$ cat src/sv/sacw_pkg.sv
// Shared constants, types and codes for the set-associative write-through cache.
package sacw_pkg;

   localparam int SET_COUNT    = 8;
   localparam int WAY_COUNT    = 4;
   localparam int LINE_BYTES   = 128;
   localparam int MEMORY_BYTES = 64 * 1024;

   localparam int SET_W  = $clog2(SET_COUNT);
   localparam int WAY_W  = $clog2(WAY_COUNT);
   localparam int OFF_W  = $clog2(LINE_BYTES);
   localparam int ADDR_W = $clog2(MEMORY_BYTES);
   localparam int TAG_W  = ADDR_W - OFF_W - SET_W;
   localparam int SLOT_W = SET_W + WAY_W;
   localparam int LINES  = SET_COUNT * WAY_COUNT;
   localparam int LDAT_W = SLOT_W + OFF_W;
   localparam int QUEUE_DEPTH = 2;
   localparam int QCNT_W = $clog2(QUEUE_DEPTH + 1);

   localparam logic [15:0] AGE_MAX   = 16'hFFFF;
   localparam logic [31:0] COUNT_MAX = 32'hFFFF_FFFF;

   // Request kind codes as they arrive on the port.
   localparam logic [1:0] KIND_READ   = 2'd0;
   localparam logic [1:0] KIND_WRITE  = 2'd1;
   localparam logic [1:0] KIND_FLUSH  = 2'd2;
   localparam logic [1:0] KIND_UNUSED = 2'd3;

   // Internal operation codes after classification.
   localparam logic [1:0] OP_READ  = 2'd0;
   localparam logic [1:0] OP_WRITE = 2'd1;
   localparam logic [1:0] OP_FLUSH = 2'd2;
   localparam logic [1:0] OP_NONE  = 2'd3;

   typedef struct packed {
      logic [1:0]  kind;
      logic [15:0] address;
      logic [7:0]  write_data;
   } req_type;

   typedef struct packed {
      logic [7:0]  read_data;
      logic        hit;
      logic [31:0] hit_total;
      logic [31:0] miss_total;
   } rsp_type;

   typedef struct packed {
      logic [1:0]       op;
      logic [TAG_W-1:0] tag;
      logic [SET_W-1:0] set_idx;
      logic [OFF_W-1:0] offset;
      logic [7:0]       wdata;
   } cmd_type;

   typedef struct packed {
      logic clearing;
      logic busy;
   } back_status_type;

endpackage

$ cat src/sv/sacw_front.sv
// Front end: accepts request beats, classifies them and queues them for the back end.
module sacw_front import sacw_pkg::*; (
   input  logic              clock,
   input  logic              reset,
   input  logic              req_valid,
   output logic              req_ready,
   input  req_type           req,
   input  logic              pop,
   output logic              head_valid,
   output cmd_type           head,
   output logic [QCNT_W-1:0] count
);

   cmd_type           queue_ff [QUEUE_DEPTH];
   logic              wr_ptr_ff;
   logic              rd_ptr_ff;
   logic [QCNT_W-1:0] count_ff;
   cmd_type           cmd;
   logic              push;
   logic              take;

   always_comb begin
      cmd.tag     = req.address[ADDR_W-1 -: TAG_W];
      cmd.set_idx = req.address[OFF_W +: SET_W];
      cmd.offset  = req.address[OFF_W-1:0];
      cmd.wdata   = req.write_data;
      case (req.kind)
         KIND_READ:  cmd.op = OP_READ;
         KIND_WRITE: cmd.op = OP_WRITE;
         KIND_FLUSH: cmd.op = OP_FLUSH;
         default:    cmd.op = OP_NONE;
      endcase
   end

   assign req_ready  = (count_ff != QCNT_W'(QUEUE_DEPTH));
   assign push       = req_valid && req_ready;
   assign head_valid = (count_ff != '0);
   assign take       = pop && head_valid;
   assign head       = queue_ff[rd_ptr_ff];
   assign count      = count_ff;

   always_ff @(posedge clock) begin
      if (push) begin
         queue_ff[wr_ptr_ff] <= cmd;
      end
      if (reset) begin
         wr_ptr_ff <= 1'b0;
         rd_ptr_ff <= 1'b0;
         count_ff  <= '0;
      end else begin
         if (push) wr_ptr_ff <= ~wr_ptr_ff;
         if (take) rd_ptr_ff <= ~rd_ptr_ff;
         if (push && !take) count_ff <= count_ff + 1'b1;
         else if (take && !push) count_ff <= count_ff - 1'b1;
      end
   end

endmodule

$ cat config.mk
export PLATFORM = sky130hd
export DESIGN_NAME = sacw_front
export DESIGN_NICKNAME = d
export VERILOG_FILES = /design/src/sv/sacw_pkg.sv /design/src/sv/sacw_front.sv
export SDC_FILE = /design/constraint.sdc
export NUM_CORES = 1
export LEC_CHECK = 0
export BUFFER_PORTS_ARGS = -buffer_cell sky130_fd_sc_hd__buf_2
export CORE_MARGIN = 1.5
export CORE_UTILIZATION = 40
export CTS_BUF_LIST = sky130_fd_sc_hd__clkbuf_8 sky130_fd_sc_hd__clkbuf_16
export CTS_CLUSTER_DIAMETER = 50
export DETAILED_ROUTE_END_ITERATION = 6
export GPL_ROUTABILITY_DRIVEN = 0
export MAX_ROUTING_LAYER = met4
export SLEW_MARGIN = 30
export SYNTH_ARGS = -nofsm -noshare
export SYNTH_HDL_FRONTEND = slang
export SYNTH_SLANG_ARGS = --single-unit
export TNS_END_PERCENT = 20
$ cat constraint.sdc
create_clock -name clock -period 2.3 [get_ports clock]
set_input_delay 0.23 -clock clock [delete_from_list [all_inputs] [get_ports clock]]
set_output_delay 0.23 -clock clock [all_outputs]
set_load 0.02 [all_outputs]
Yosys cells after proc, flatten, opt, wreduce, memory -nomap -nowiden
Memories as Yosys holds them, arrays and structs flattened. A register that Yosys moved wholly into a read port is not among the register bits.
Cells that the tools add are included.

word-level totals
  input bits = 30
  register bits after elaboration = 4
  memories kept = 1
  logic and storage cells = 27
  RAM bits = 52
  output and inout port bits = 30

memories
  name      words  width  rd ports  clocked after Yosys merged registers in  write ports  line              text
  queue_ff  2      26     1         1                                        1            sacw_front.sv:14  cmd_type queue_ff [QUEUE_DEPTH];

cells by class
  $add $sub $neg = 2
  bitwise logic cells = 2
  multiplexer cells = 7
  equality and inequality tests = 3
  reduce and logical (&&, ||, !) cells = 9

operators by type and width
  operator             count
  $pmux 2 s3           1
  $logic_and 1x1->1    4
  $mux 1               4
  $mux 2               2
  $reduce_bool 2->1    2
  $add 2x1->2 const B  1
  $eq 2x1->1 const B   1
  $eq 2x2->1 const B   1
  $logic_not 1->1      2
  $logic_not 2->1      1
  $ne 2x2->1 const B   1
  $not 1->1            2
  $sub 2x1->2 const B  1

Depth between registers and ports, before layout
Gate-level depths: netlist (run 1).

  depth in word-level cells = 6
  gate-level depth with buffers = 6
  depth with buffers taken out = 6

Worst setup path before layout (run 1)
Ideal clock, no wire load.

  path kind = register to register
  start = reg count_ff[0], in the netlist count[0]
  end = mem queue_ff[1][0] in the netlist's numbering, enable pin
  buffers on the path = 0
  cell stages (with the launch flop) = 3
  arrival time = 1586 ps
  data required time = 1915 ps
  path slack = 329 ps
  clock period less this slack = 1971 ps
  library setup time = 385 ps
  path through = dfxtp_1 nand2b_1 and3_1

on the way
  cells in the longest elaborated chain, start to end = 4

ends and longest elaborated chain
  element                       line              text
  from (decl)                   sacw_front.sv:17  logic [QCNT_W-1:0] count_ff;
  from (signal assigned)        sacw_front.sv:53  if (push && !take) count_ff <= count_ff + 1'b1;
  from (signal assigned)        sacw_front.sv:54  else if (take && !push) count_ff <= count_ff - 1'b1;
  $ne 2x2->1                    sacw_front.sv:35  assign req_ready = (count_ff != QCNT_W'(QUEUE_DEPTH));
  via req_ready                 sacw_front.sv:6   output logic req_ready,
  $logic_and 1x1->1             sacw_front.sv:36  assign push = req_valid && req_ready;
  $mux 1                        sacw_front.sv:43  if (push) begin
  $mux 1 (not written as such)  sacw_front.sv:44  queue_ff[wr_ptr_ff] <= cmd;
  to (decl)                     sacw_front.sv:14

The timed path passes the listed nets, and every way through them passes these cells.

Worst setup path in the final report (run 1)
  start = reg count_ff[0], in the netlist count[0]
  end = mem queue_ff[0][11] in the netlist's numbering, enable pin

on the way
  cells in the longest elaborated chain, start to end = 4

ends and longest elaborated chain
  element                       line
  $ne 2x2->1                    sacw_front.sv:35
  $logic_and 1x1->1             sacw_front.sv:36
  $mux 1                        sacw_front.sv:43
  $mux 1 (not written as such)  sacw_front.sv:44

No other way between the ends.

==> results.py, run 1 <==
metrics = {
    "yosys": {
        "synth_ff_type": "edfxtp_1",
        "syn_inst": 107,
        "seq_area_frac_synth_pct": 78.95,
        "syn_avg_cell_area_sq_um": 19.67,
        "synthArstFlopShare_pct": 0,
        "synth_nets": 138,
        "ys_seq_elements": 57,
        "synth-warning-count": 0,
        "synth_edf_count": 52,
        "synth_cell_types": 19,
        "syn_area_sq_um": 2105,
    },
    "timing": {
        "finalHoldViolCount": 0,
        "rsz0062_at_grt": "false",
        "whs_ns": 0.1052,
        "setup_ws_ns": 0.6049,
        "report.final.slew_viol_count": 0,
        "setup-tns-final_ns": 0,
        "max_freq_mhz": 589.9,
        "fin_skew_ns": 0.004746,
        "tightest_slew_ns": 0.5217,
        "fin_crit_ns": 1.695,
        "max_slew_margin_pct": 65.18,
        "period_share_pct": 73.70,
        "finalSetupViolCount": 0,
    },
    "clock_tree": {
        "post_cts.repair.setup_buffers": 0,
        "cts_buffer_depth": 2,
        "htreeDepth": 3,
        "clk-insertion-delay-late_ns": 0.31,
        "numCtsBuffers": 9,
        "root_buffer": "clkbuf_8",
        "cts_tree": "yes",
        "cts.repair.resized": 0,
        "hold_buffers": 0,
        "clock_sinks": 57,
        "clk_pin_slew_worst_paths_ns": 0.06,
    },
    "floorplan": {
        "die_area_sq_um": 5706,
        "core_sq_um": 5075,
        "io_pins": 60,
        "die_height_um": 75.54,
        "die_w_um": 75.54,
        "rows": 26,
        "start_util_pct": 41.47,
    },
    "final_layout": {
        "diodes": 0,
        "final_area_sq_um": 2646,
        "syn2layout_area_growth_pct": 25.74,
        "drive_above_1_share_pct": 56.42,
        "seq_area_sq_um": 1662,
        "stdcell_count": 249,
        "final_nets": 207,
        "post-route-util_pct": 52.14,
        "fillers": 464,
        "multi_input_area_sq_um": 411.6,
    },
    "power_and_ir_drop": {
        "p_leak_nw": 1.031,
        "power_density_nw_per_um2": 1108,
        "peakVddDrop_uv": 662.9,
        "power_mw": 2.933,
    },
    "global_routing": {
        "grt_pass1_wl_mm": 5.244,
        "grt_pass1_vias": 1157,
        "gr-usage-all-layers_pct": 13.95,
        "grt_start_max_net_pins": 27,
        "antenna_found_initial": 0,
        "grt_overflow": 0,
    },
    "job": {
        "cap_violations": 0,
    },
    "critical_path": {
        "startpoint_type": "flip-flop",
        "crit_type": "flip-flop to flip-flop",
        "worst_path_max_delay_cell": "dfxtp_1",
        "worst_ep_arrival_time_ns": 1.72,
        "path_max_fanout": 15,
        "critPathRequiredTime_ns": 2.32,
        "cpPeakStageDelay_ns": 0.43,
        "endpoint_kind": "flip-flop",
        "path_cells": "nand2b_1 -> nand3b_1 -> inv_1 -> buf_12",
    },
    "place": {
        "pre_cts_slack_ns": 0.5909,
        "dp_hpwl_mm": 2.450,
        "dp_cells": 235,
        "io_buffers": 59,
        "post_dp_cell_area_sq_um": 2502,
    },
    "route": {
        "postRouteWirelength_mm": 3.528,
        "drt_pass1_iterations": 5,
        "drc": 0,
        "drtAntennaViolNets": 0,
        "vias": 1169,
        "drt_iter0_drc": 54,
        "via_per_inst": 4.695,
        "wl_per_cell_um": 14.17,
    },
    "min_path": {
        "hp-class": "input pin to flip-flop",
    },
    "run_status": {
        "status": "complete, no violations",
    },
}
cell families after synthesis:
| kind of cell | Yosys count | synth area share, % |
|---|---|---|
| flops | 57 | 78.95 |
| xor+xnor | 3 | 1.249 |
| mux | 26 | 13.91 |
| fa+ha+maj | 1 | 0.5944 |
| compound gates | 5 | 1.427 |
| buf+inv | 6 | 1.486 |
| simple gates | 9 | 2.379 |
Yosys cell counts, drive strengths merged (2+ instances only):
cell type / n / area share [%]
nor2: 3 / 0.54
edfxtp: 52 / 74
dfxtp: 5 / 4.8
a21oi: 2 / 0.48
mux2: 26 / 14
clkbuf: 2 / 0.36
buf: 3 / 0.95
o21ai: 2 / 0.48
xor2: 3 / 1.2
state kept, by name, summed over array words and instances (netlist names), named ones only:
signal / cells
count: 2
queue_ff: 52
rd_ptr_ff: 1
wr_ptr_ff: 1
cell usage in the layout (no fill, tap or decap), drive strengths merged, types with 2 or more instances in the layout:
master / n
buf: 63
edfxtp: 52
mux2: 26
clkbuf: 9
inv: 5
dfxtp: 5
xor2: 3
nor2: 3
o21ai: 2
a21oi: 2
cell type report:
| class | count | share of cell area (%) |
|---|---|---|
| Sequential cell | 57 | 62.79 |
| Multi-Input combinational cell | 44 | 15.56 |
| Timing Repair Buffer | 63 | 12.77 |
| Clock buffer | 9 | 4.681 |
| Tap cell | 70 | 3.310 |
| Clock inverter | 5 | 0.7565 |
| Inverter | 1 | 0.1418 |
worst paths after layout:
| path | slack, ns | startpoint | to | cells past startpoint |
|---|---|---|---|---|
| min reg2reg | 0.53 | rd_ptr_ff | rd_ptr_ff | 2 |
| min | 0.11 | req[0] | queue_ff[1][0] | 1 |
| max | 0.60 | count[0] | queue_ff[0][11] | 4 |
| max reg2reg | 0.60 | count[0] | queue_ff[0][11] | 4 |
report_power, final:
group	leakage (nW)	switching (mW)	total (mW)	internal, mW
combinational	0.414	0.517	0.890	0.373
sequential	0.527	0.0525	1.35	1.30
clock	0.0899	0.330	0.690	0.360
metal layers:
metal | vias to the layer above | GRT usage (%) | share of wire, % | wire length [um]
met4 | 0 | 9.524 | 1.9 | 66
met5 | - | - | 0 | 0
met2 | 38 | 22.42 | 52 | 1836
met3 | 7 | 4.365 | 6.2 | 220
met1 | 579 | 14.64 | 40 | 1404
li1 | 545 | - | - | -
worst max-delay path: cells and delay by family (launching register included):
| kind | cells | cell delay, ns |
|---|---|---|
| buffers and inverters | 2 | 0.63 |
| and+or+nand+nor | 2 | 0.35 |
| DFF | 1 | 0.43 |
No activity file was read; power rests on OpenSTA's default activity.
==> run 2, diff against run 1 <==
==> constraint.sdc (replaced) <==
create_clock -name clock -period 1.8 [get_ports clock]
set_input_delay 0.18 -clock clock [delete_from_list [all_inputs] [get_ports clock]]
set_output_delay 0.18 -clock clock [all_outputs]
set_load 0.02 [all_outputs]
==> run 2 against run 1 <==
- first-iteration DRC count increased by 22%
- final cell count increased by 0.40%
- fmax decreased by 1.3%
==> results.py, run 2 (synthesized netlist as in run 1, its figures left out) <==
metrics = {
    "power_and_ir_drop": {
        "power_mw": 3.743,
        "p_seq_share_pct": 46.1,
        "p_comb_share_pct": 30.7,
        "clkPwrFrac_pct": 23.2,
        "peakVddDrop_uv": 776.5,
        "p_int_mw": 2.590,
        "power_switching_share_pct": 30.80,
        "p_leak_nw": 1.022,
        "p_switching_mw": 1.153,
        "power_density_nw_per_um2": 1415,
    },
    "final_layout": {
        "final_cell_mix": "59 x buf_2, 52 x edfxtp_1, 26 x mux2_2, 9 x clkbuf_8, 6 x buf_4",
        "syn2layout_area_growth_pct": 25.68,
        "largest_reg_flops": 52,
        "multi_input_area_sq_um": 412.9,
        "drive_above_1_share_pct": 57.22,
        "seq_area_sq_um": 1662,
        "regMostFlops": "queue_ff",
        "final_nets": 209,
        "diodes": 0,
        "stdcell_count": 250,
        "final_common_cell": "buf_2",
        "fillers": 465,
    },
    "clock_tree": {
        "htreeDepth": 3,
        "clock_sinks": 57,
        "post_cts.repair.setup_buffers": 0,
        "cts_tree": "yes",
        "root_buffer": "clkbuf_8",
        "clk-insertion-delay-late_ns": 0.31,
        "cts_buffer_depth": 2,
        "numCtsBuffers": 9,
        "hold_buffers": 0,
        "cts.repair.resized": 0,
        "clk_pin_slew_worst_paths_ns": 0.06,
    },
    "route": {
        "postRouteWirelength_mm": 3.591,
        "drt_iter0_drc": 66,
        "vias": 1138,
        "drt_pass1_iterations": 4,
        "wl_per_cell_um": 14.36,
        "drc": 0,
        "via_per_inst": 4.552,
        "drtAntennaViolNets": 0,
    },
    "timing": {
        "max_slew_margin_pct": 77.14,
        "finalSetupViolCount": 0,
        "rsz0062_at_grt": "false",
        "setup-tns-final_ns": 0,
        "finalHoldViolCount": 0,
        "fin_skew_ns": 0.002012,
        "fin_crit_ns": 1.717,
        "report.final.slew_viol_count": 0,
        "setup_ws_ns": 0.08259,
        "period_share_pct": 95.41,
        "tightest_slew_ns": 0.3394,
        "max_freq_mhz": 582.3,
    },
    "critical_path": {
        "path_max_fanout": 6,
        "endpoint_kind": "flip-flop",
        "worstReg2RegEnd": "count[1]",
        "path_cells": "nand2b_1 -> and2_1 -> ha_1 -> or3_1 -> a21oi_1",
        "cp_num_cells": 5,
        "cp_num_buf_inv": 0,
        "cpPeakStageDelay_ns": 0.36,
        "critical-path-top-delay-family": "simple AND/OR/NAND/NOR gates",
        "rr_startpoint": "count[0]",
        "worstRegToRegCells": 5,
        "critPathRequiredTime_ns": 2.04,
        "worst_ep_arrival_time_ns": 1.96,
        "reg2reg_slack_ns": 0.08,
        "critPathLaunch": "count[0]",
        "startpoint_type": "flip-flop",
        "worst_path_max_delay_cell": "dfxtp_1",
        "crit_type": "flip-flop to flip-flop",
        "cp-endpoint": "count[1]",
    },
    "place": {
        "dp_cells": 237,
        "pre_cts_slack_ns": 0.09438,
        "dp_hpwl_mm": 2.490,
        "io_buffers": 59,
    },
    "floorplan": {
        "die_w_um": 75.54,
        "rows": 26,
        "core_sq_um": 5075,
        "start_util_pct": 41.47,
        "die_area_sq_um": 5706,
        "die_height_um": 75.54,
        "io_pins": 60,
    },
    "job": {
        "cap_violations": 0,
    },
    "run_status": {
        "status": "complete, no violations",
    },
    "min_path": {
        "hp-class": "input pin to flip-flop",
    },
    "global_routing": {
        "grt_overflow": 0,
        "grt_start_max_net_pins": 14,
        "grt_pass1_vias": 1155,
        "gr-usage-all-layers_pct": 13.53,
        "grt_pass1_wl_mm": 5.119,
        "antenna_found_initial": 0,
    },
}
## run 2: routing by layer
metal / track usage (%) / up-vias / routed length [um]
li1: - / 547 / -
met3: 4.365 / 4 / 176
met5: - / - / 0
met1: 13.56 / 549 / 1522
met4: 8.929 / 0 / 38
met2: 22.51 / 38 / 1854
## run 2: worst min-delay path by stage
| stage | startpoint | to | slack [ns] | cells past startpoint |
|---|---|---|---|---|
| 2_1_floorplan | reset | count[1] | 0.25 | 1 |
| 3_3_place_gp | req[1] | queue_ff[0][1] | 0.37 | 1 |
| 3_5_place_dp | req[6] | queue_ff[0][6] | 0.37 | 1 |
| 4_1_cts | req[15] | queue_ff[1][15] | 0.03 | 1 |
| 5_1_grt | req[15] | queue_ff[1][15] | 0.03 | 1 |
| 6_report | req[11] | queue_ff[0][11] | 0.05 | 1 |
## run 2: final cells by class
class | count | area share, %
inverter | 1 | 0.1419
tap | 70 | 3.311
clock buffer | 9 | 4.683
multi-input combinational | 44 | 15.61
sequential | 57 | 62.82
clock inverter | 4 | 0.5676
timing repair buffer | 65 | 12.87
## run 2: metrics by stage
| stage | util, % | instance area [sq um] | hold slack (ns) |
|---|---|---|---|
| 6_report | 52.12 | 2645 | 0.05233 |
| 5_1_grt | 52.12 | 2645 | 0.03105 |
| 4_1_cts | 52.12 | 2645 | 0.03373 |
| 3_5_place_dp | 49.38 | 2506 | 0.3715 |
| 3_3_place_gp | 49.38 | 2506 | 0.3668 |
| 2_1_floorplan | - | 2106 | 0.2491 |
## run 2: power groups by stage
stage | combinational, mW | clock (mW) | sequential [mW]
2_1_floorplan | 0.780 | 0 | 1.76
3_3_place_gp | 1.13 | 0 | 1.74
3_5_place_dp | 1.16 | 0 | 1.75
4_1_cts | 1.17 | 0.901 | 1.73
5_1_grt | 1.24 | 0.956 | 1.74
6_report | 1.15 | 0.868 | 1.73
